--- src/rtl/core/srcsc_pkg.sv ---
// Shared types and constants for the sparse row times CSC matrix core.
// Holds the request and result payload structs, the opcode and queue entry
// types, and the back-end state encoding. Depends on nothing.
`timescale 1ns / 1ps
`default_nettype none

package srcsc_pkg;

    localparam int VECTOR_MAX_DEF = 1024;
    localparam int COLUMN_MAX_DEF = 4096;

    localparam int ROW_W   = 10;
    localparam int DATA_W  = 32;
    localparam int VLEN_W  = 11;
    localparam int COL_W   = 12;
    localparam int COUNT_W = 13;

    localparam logic [VLEN_W-1:0]  VLEN_RESET  = 11'd1024;
    localparam logic [COUNT_W-1:0] COUNT_LIMIT = 13'd8191;

    // Entries in the queue between the front and the back end.
    localparam int QUEUE_DEPTH = 4;

    typedef enum logic [1:0] {
        OP_CLEAR      = 2'd0,
        OP_WRITE      = 2'd1,
        OP_ENTRY      = 2'd2,
        OP_COLUMN_END = 2'd3
    } opcode_t;

    typedef enum logic [1:0] {
        K_CLEAR,
        K_WRITE,
        K_COLUMN
    } entry_kind_t;

    typedef enum logic {
        ST_SWEEP,
        ST_RUN
    } back_state_t;

    typedef struct packed {
        logic [1:0]               opcode;
        logic [ROW_W-1:0]         row_index;
        logic signed [DATA_W-1:0] value;
        logic                     end_of_column;
        logic                     last_column;
    } req_item_t;

    typedef struct packed {
        logic [COL_W-1:0]         column_index;
        logic signed [DATA_W-1:0] product_sum;
        logic                     sum_nonzero;
        logic [COUNT_W-1:0]       nonzero_count;
        logic                     row_error;
        logic                     last;
    } rsp_item_t;

    // A classified request as the back end sees it.
    typedef struct packed {
        entry_kind_t       kind;
        logic [ROW_W-1:0]  addr;
        logic [DATA_W-1:0] value;
        logic              add_en;
        logic              set_err;
        logic              close;
        logic              last;
    } queue_entry_t;

endpackage

`default_nettype wire

--- src/rtl/core/srcsc_front.sv ---
// Front end: holds the vector length register, classifies each request and
// buffers it in a short queue for the back end. Depends on srcsc_pkg.
`timescale 1ns / 1ps
`default_nettype none

module srcsc_front #(
    parameter int VECTOR_MAX = srcsc_pkg::VECTOR_MAX_DEF
) (
    input  wire                           clk,
    input  wire                           rst_n,
    input  wire                           req_valid,
    output logic                          req_stall,
    input  wire srcsc_pkg::req_item_t     req_data,
    input  wire                           cfg_write,
    input  wire [srcsc_pkg::VLEN_W-1:0]   cfg_data,
    output logic                          q_valid,
    output srcsc_pkg::queue_entry_t       q_head,
    input  wire                           q_pop
);
    import srcsc_pkg::*;

    localparam int QPW = $clog2(QUEUE_DEPTH);

    logic [VLEN_W-1:0] vlen_reg;
    logic [QPW-1:0]    wr_ptr_reg;
    logic [QPW-1:0]    rd_ptr_reg;
    logic [QPW:0]      count_reg;
    queue_entry_t      q_mem_reg [QUEUE_DEPTH];

    queue_entry_t entry;
    logic         useful;
    logic         bad_row;
    logic         push;

    always_ff @(posedge clk or negedge rst_n)
    begin
        if (!rst_n)
        begin
            vlen_reg <= VLEN_RESET;
        end
        else if (cfg_write)
        begin
            vlen_reg <= cfg_data;
        end
    end

    assign bad_row = ({1'b0, req_data.row_index} >= vlen_reg)
                  || (32'(req_data.row_index) >= 32'(VECTOR_MAX));

    always_comb
    begin
        entry         = '0;
        entry.kind    = K_COLUMN;
        entry.addr    = req_data.row_index;
        entry.value   = req_data.value;
        entry.last    = req_data.last_column;
        useful        = 1'b1;
        unique case (opcode_t'(req_data.opcode))
            OP_CLEAR:
            begin
                entry.kind = K_CLEAR;
            end
            OP_WRITE:
            begin
                entry.kind = K_WRITE;
                // Writes past the end of the store are dropped here.
                useful     = 32'(req_data.row_index) < 32'(VECTOR_MAX);
            end
            OP_ENTRY:
            begin
                entry.add_en  = !bad_row;
                entry.set_err = bad_row;
                entry.close   = req_data.end_of_column;
            end
            OP_COLUMN_END:
            begin
                entry.close = 1'b1;
            end
            default:
            begin
                entry.close = 1'b1;
            end
        endcase
    end

    assign req_stall = (count_reg == (QPW + 1)'(QUEUE_DEPTH));
    assign push      = req_valid && !req_stall && useful;
    assign q_valid   = (count_reg != '0);
    assign q_head    = q_mem_reg[rd_ptr_reg];

    always_ff @(posedge clk)
    begin
        if (push)
        begin
            q_mem_reg[wr_ptr_reg] <= entry;
        end
    end

    always_ff @(posedge clk or negedge rst_n)
    begin
        if (!rst_n)
        begin
            wr_ptr_reg <= '0;
            rd_ptr_reg <= '0;
            count_reg  <= '0;
        end
        else
        begin
            if (push)
            begin
                wr_ptr_reg <= wr_ptr_reg + 1'b1;
            end
            if (q_pop)
            begin
                rd_ptr_reg <= rd_ptr_reg + 1'b1;
            end
            if (push && !q_pop)
            begin
                count_reg <= count_reg + 1'b1;
            end
            else if (!push && q_pop)
            begin
                count_reg <= count_reg - 1'b1;
            end
        end
    end

endmodule

`default_nettype wire

--- config.mk ---
export PLATFORM = sky130hd
export DESIGN_NAME = srcsc_front
export DESIGN_NICKNAME = d
export VERILOG_FILES = /design/src/rtl/core/srcsc_pkg.sv /design/src/rtl/core/srcsc_front.sv
export SDC_FILE = /design/constraint.sdc
export NUM_CORES = 1
export LEC_CHECK = 0
export ABC_AREA = 1
export BUFFER_PORTS_ARGS = -buffer_cell sky130_fd_sc_hd__buf_2
export CAP_MARGIN = 10
export CORE_AREA = 2 2 114 198
export CTS_CLUSTER_SIZE = 10
export DETAILED_ROUTE_END_ITERATION = 6
export DIE_AREA = 0 0 116 200
export GPL_ROUTABILITY_DRIVEN = 0
export PLACE_DENSITY = 0.64
export SETUP_SLACK_MARGIN = 0.05
export SLEW_MARGIN = 5
export SYNTH_ARGS = -nofsm -noshare
export SYNTH_HDL_FRONTEND = slang
export SYNTH_SLANG_ARGS = --single-unit
--- constraint.sdc ---
create_clock -name clk -period 3.1 [get_ports clk]
set_input_delay 0.62 -clock clk [delete_from_list [all_inputs] [get_ports clk]]
set_output_delay 0.62 -clock clk [all_outputs]
set_load 0.05 [all_outputs]
==> results of run 1 <==
## area by class of cell
| cell class | count | area [um2] | area share [%] |
|---|---|---|---|
| Antenna cell | 1 | 2.50 | 0.0253 |
| Clock buffer | 44 | 697 | 7.05 |
| Timing Repair Buffer | 124 | 728 | 7.37 |
| Inverter | 34 | 133 | 1.34 |
| Tap cell | 292 | 365 | 3.70 |
| Sequential cell | 210 | 6220 | 63.0 |
| Multi-Input combinational cell | 332 | 1730 | 17.5 |
## metal layers
| layer | GRT usage, % | share of wire (%) | vias up |
|---|---|---|---|
| li1 | - | - | 2447 |
| met1 | 16.7 | 39 | 2453 |
| met2 | 26.8 | 53 | 133 |
| met3 | 3.62 | 6.0 | 32 |
| met4 | 4.98 | 2.3 | 4 |
| met5 | 0 | 0.14 | - |
## power groups by stage
stage,sequential (mW),clock (mW),combinational (mW)
after CTS,3.99,2.57,4.58
after global placement,4.03,0,4.53
final,3.98,2.50,4.48
after floorplan,3.90,0,3.50
after detailed placement,4.04,0,4.56
after global routing,4.04,2.68,4.87
## worst max-delay path: stages (launching register included)
cell and delay (ps):
dfrtp_4 660, inv_2 130, buf_4 270, o21ai_1 110
o22ai_1 260, buf_2 330
## final timing paths
| kind | from | end | slack, ps | depth (start not counted) |
|---|---|---|---|---|
| max reg2reg | count_reg[0] | count_reg[2] | 920 | 10 |
| max in group asynchronous | rst_n | rd_ptr_reg[0] | 2720 | 1 |
| min reg2reg | vlen_reg[0] | vlen_reg[0] | 510 | 1 |
| min in group clk | cfg_data[8] | vlen_reg[8] | 330 | 3 |
| min | rst_n | vlen_reg[5] | 50 | 1 |
| max | rd_ptr_reg[1] | q_head[34] | 220 | 5 |
## placed cells by master, fill, tap and decap left out, types with 2 or more instances in the layout
cell,instances
a21oi_1,4
buf_12,6
buf_2,111
buf_4,7
clkbuf_1,19
clkbuf_16,25
dfrtp_1,15
dfrtp_4,2
edfxtp_1,192
ha_1,15
inv_1,32
nand2_1,34
nand3_1,3
nor2_1,105
nor2_4,4
o21ai_0,99
o21ai_1,9
o22ai_1,48
xor2_1,4
## cells by family after synthesis
group                      share of synthesized area (%)
AOI/OAI and AO/OA                                   10.6
xor gates and xnor gates                           0.529
adders and majority gates                           2.51
buffers and inverters                               4.24
DFF                                                 75.2
muxes                                              0.136
and+or+nand+nor                                     6.82
## timing repair
action,4_1_cts,5_1_grt
setup buffers,0,0
setup endpoints to repair,0,8
resized for setup,0,2
hold buffers,0,0
## through the flow
step	utilization, %	hold slack, ps	instances	setup slack [ps]
2_1_floorplan	-	324	610	-130
3_3_place_gp	42.7	494	992	627
3_5_place_dp	42.7	503	992	612
4_1_cts	45.9	42.7	1036	71.0
5_1_grt	46.0	65.6	1036	69.9
6_report	46.0	46.6	1037	219
==> results.sh, run 1 <==
export IMPL_syn2layout_area_growth_pct=19.5
export IMPL_ys_async_sr_fraction_pct=8.57
export IMPL_period_needed_ps=2880
export IMPL_path_class="reg2out"
export IMPL_comb_power_share_pct=40.9
export IMPL_cts_buffer_depth=3
export IMPL_p_per_area_nw_per_um2=1110
export IMPL_fin_tns_setup_ps=0
export IMPL_avgViaCountPerCell=4.89
export IMPL_placed_area_um2=9180
export IMPL_synth_cell_types=28
export IMPL_cts_made_buffers=24
export IMPL_wl_per_cell_um=16.3
export IMPL_antenna_found_initial=3
export IMPL_synth_area_per_cell_um2=13.6
export IMPL_hold_class="in2async"
export IMPL_finalSetupViolations=0
export IMPL_row_count=71
export IMPL_grt_pass1_vias=5215
export IMPL_overflow=0
export IMPL_cts_root_buffer="clkbuf_16"
export IMPL_grt_usage_pct=14.7
export IMPL_syn_area_um2=8270
export IMPL_yosys_warnings=0
export IMPL_synth_top_cells_by_count="edfxtp_1, nor2_1, o21ai_0, o22ai_1, nand2_1"
export IMPL_clock_sinks=210
export IMPL_rsz0062_at_grt="no"
export IMPL_htree_levels=1
export IMPL_vias=5069
export IMPL_crit_arrival_ps=2260
export IMPL_hpwlAfterDp_mm=10.1
export IMPL_startpoint_type="register"
export IMPL_period_share_pct=92.9
export IMPL_switching_power_mw=4.68
export IMPL_maxSlewViolCount=0
export IMPL_ys_top_cells_by_area="edfxtp_1, o21ai_0, dfrtp_1"
export IMPL_outcome="finished clean"
export IMPL_synthMostInstantiatedCell="edfxtp_1"
export IMPL_cts_tree="built"
export IMPL_fin_area_um2=9880
export IMPL_firstDrtPassIters=4
export IMPL_drive_gt1_share_pct=21.4
export IMPL_n_fill_cell=2015
export IMPL_synth_top_area_share_pct=69.7
export IMPL_largest_reg_flops=192
export IMPL_portBuffers=111
export IMPL_p_int_mw=6.28
export IMPL_max_cap_violations=0
export IMPL_start_util_pct=38.5
export IMPL_die_h_um=200
export IMPL_fin_skew_ps=8.95
export IMPL_die_w_um=116
export IMPL_leakage_nw=3.63
export IMPL_switching_share_pct=42.7
export IMPL_grt_pass1_wl_mm=26.5
export IMPL_drt_iter0_drc=317
export IMPL_worstSkewPairLatency_ps=500
export IMPL_syn_inst=610
export IMPL_clock_power_share_pct=22.8
export IMPL_yosysTopAreaCell="edfxtp_1"
export IMPL_final_antenna_net_count=0
export IMPL_cp_required_ps=2480
export IMPL_fmaxAchievable_mhz=347
export IMPL_synth_fp_nets=688
export IMPL_routed_wirelength_mm=16.9
export IMPL_synth_seq_area_share_pct=75.2
export IMPL_drc_errors=0
export IMPL_synth_edf_count=192
export IMPL_grt_max_degree=49
export IMPL_dieArea_um2=23200
export IMPL_worstMarginPinSlew_ps=469
export IMPL_crit_fanout=37
export IMPL_power_mw=11.0
export IMPL_cts_clk_slew_worst_paths_ps=60
export IMPL_ys_seq_elements=210
export IMPL_peakVddDrop_mv=0.625
export IMPL_nets=804
export IMPL_relSlewSlack_pct=68.7
export IMPL_coreArea_um2=21500
export IMPL_synth_flop_cell="edfxtp_1"
export IMPL_share_seq_of_total_power_pct=36.3
export IMPL_hold_viol_final=0
export IMPL_io_pins=112
export IMPL_critPathCaptureType="output pin"
Note: power is estimated with default switching activity, not from simulation.
==> run 2: changes to the inputs <==
--- a/config.mk
+++ b/config.mk
@@ -8,14 +8,13 @@
 export ABC_AREA = 1
 export BUFFER_PORTS_ARGS = -buffer_cell sky130_fd_sc_hd__buf_2
 export CAP_MARGIN = 10
-export CORE_AREA = 2 2 114 198
+export CORE_AREA = 2 2 99 172
 export CTS_CLUSTER_SIZE = 10
 export DETAILED_ROUTE_END_ITERATION = 6
-export DIE_AREA = 0 0 116 200
+export DIE_AREA = 0 0 101 174
 export GPL_ROUTABILITY_DRIVEN = 0
-export PLACE_DENSITY = 0.64
+export PLACE_DENSITY = 0.8
 export SETUP_SLACK_MARGIN = 0.05
-export SLEW_MARGIN = 5
 export SYNTH_ARGS = -nofsm -noshare
 export SYNTH_HDL_FRONTEND = slang
 export SYNTH_SLANG_ARGS = --single-unit
==> run 2 against run 1 <==
Die area fell by 24%. Sequential power fell by 2%. Total power fell by 0.74%. Cell count fell by 10%. Combinational power barely moved. Clock-buffer cell count did not move. Maximum frequency rose by 2.7%. Clock power barely moved. Core utilization rose by 14 points. Global-route usage rose by 3.0 points. Wire length fell by 7.7%. Critical path depth fell by 1. Critical endpoint is now q_head[3]. Largest cell class unchanged. Largest power group unchanged.
==> results.sh, run 2 (synthesis results as in run 1) <==
export IMPL_outcome="finished clean"
export IMPL_final_cell_mix="edfxtp_1, buf_2, nor2_1"
export IMPL_cts_clk_slew_worst_paths_ps=50
export IMPL_hold_viol_final=0
export IMPL_antenna_found_initial=0
export IMPL_peakVddDrop_mv=0.745
export IMPL_portBuffers=111
export IMPL_placed_area_um2=9040
export IMPL_leakage_nw=3.61
export IMPL_vias=5009
export IMPL_placed_cells=888
export IMPL_comb_power_share_pct=41.3
export IMPL_wl_per_cell_um=16.7
export IMPL_cts_buffer_depth=3
export IMPL_ctsHoldBuffers=0
export IMPL_period_needed_ps=2800
export IMPL_mostFrequentLayoutCell="edfxtp_1"
export IMPL_rrSetupSlack_ps=920
export IMPL_switching_share_pct=42.5
export IMPL_clock_power_share_pct=22.7
export IMPL_nets=800
export IMPL_fin_skew_ps=7.57
export IMPL_grt_max_degree=99
export IMPL_timing_hold_ws_ps=55.2
export IMPL_die_w_um=101
export IMPL_share_seq_of_total_power_pct=36.0
export IMPL_syn2layout_area_growth_pct=17.7
export IMPL_firstDrtPassIters=4
export IMPL_fin_cells=932
export IMPL_slowest_delay_ps=710
export IMPL_finalSetupViolations=0
export IMPL_worstSkewPairLatency_ps=490
export IMPL_p_int_mw=6.26
export IMPL_drt_iter0_drc=279
export IMPL_io_pins=112
export IMPL_overflow=0
export IMPL_n_antenna_cell=0
export IMPL_grt_pass1_wl_mm=24.4
export IMPL_largest_reg_flops=192
export IMPL_r2r_end="count_reg[2]"
export IMPL_path_delay_family="flip-flops"
export IMPL_die_h_um=174
export IMPL_fmaxAchievable_mhz=357
export IMPL_rsz0062_at_grt="no"
export IMPL_cts_setup_buffers=0
export IMPL_cp_required_ps=2480
export IMPL_dieArea_um2=17600
export IMPL_p_per_area_nw_per_um2=1120
export IMPL_coreArea_um2=16300
export IMPL_relSlewSlack_pct=63.4
export IMPL_fin_util_pct=59.7
export IMPL_fin_tns_setup_ps=0
export IMPL_rr_worst_depth=10
export IMPL_max_cap_violations=0
export IMPL_path_class="reg2out"
export IMPL_cts_made_buffers=24
export IMPL_drive_gt1_share_pct=20.8
export IMPL_hold_class="in2async"
export IMPL_startpoint_type="register"
export IMPL_row_count=62
export IMPL_cts_tree="built"
export IMPL_period_share_pct=90.5
export IMPL_hpwlAfterDp_mm=9.30
export IMPL_routed_wirelength_mm=15.6
export IMPL_start_util_pct=50.8
export IMPL_critPathCaptureType="output pin"
export IMPL_switching_power_mw=4.62
export IMPL_final_antenna_net_count=0
export IMPL_critPathBufInv=2
export IMPL_avgViaCountPerCell=5.37
export IMPL_maxSlewViolCount=0
export IMPL_crit_fanout=31
export IMPL_grt_pass1_vias=5053
export IMPL_r2r_start="count_reg[0]"
export IMPL_htree_levels=1
export IMPL_cts_resized=0
export IMPL_slowest_stage="dfrtp_2"
export IMPL_grt_usage_pct=17.7
export IMPL_n_fill_cell=1255
export IMPL_crit_arrival_ps=2180
export IMPL_fin_area_um2=9730
export IMPL_drc_errors=0
export IMPL_worstMarginPinSlew_ps=548
export IMPL_cts_root_buffer="clkbuf_16"
export IMPL_clock_sinks=210
export IMPL_crit_chain="buf_4 > o21ai_0 > o22ai_1 > buf_2"
-- run 2: final cells by class --
class,instances,area [um2],share of cell area [%]
Inverter,34,130,1.34
Sequential cell,210,6220,63.9
Tap cell,192,240,2.47
Multi-Input combinational cell,332,1730,17.8
Clock buffer,44,697,7.16
Timing Repair Buffer,120,711,7.30
-- run 2: worst max-delay path by stage --
stage	start	cells past startpoint	slack, ps	to
detailed placement	req_valid	9	790	count_reg[2]
floorplan	req_valid	2	-130	q_mem_reg[0][0]
finish	rd_ptr_reg[1]	4	300	q_head[3]
global placement	rd_ptr_reg[1]	4	770	q_head[3]
CTS	rd_ptr_reg[1]	4	260	q_head[3]
global route	rd_ptr_reg[1]	4	120	q_head[3]
-- run 2: metrics by stage --
step	setup slack [ps]	total power, mW
finish	295	10.9
global route	119	11.4
CTS	262	11.0
global placement	773	8.44
detailed placement	787	8.51
floorplan	-130	7.41
-- run 2: power by group through the flow --
stage	Clock, mW	Sequential, mW	Combinational, mW
2_1_floorplan	0	3.90	3.50
3_3_place_gp	0	3.95	4.48
3_5_place_dp	0	3.97	4.54
4_1_cts	2.53	3.92	4.55
5_1_grt	2.64	3.96	4.83
6_report	2.47	3.92	4.49
-- run 2: per-layer routing --
layer	vias to the layer above	wire length [um]	global-route usage (%)
met5	-	0	0
met2	133	8660	33.0
met4	0	283	5.41
li1	2435	-	-
met3	23	894	3.90
met1	2418	5770	19.8
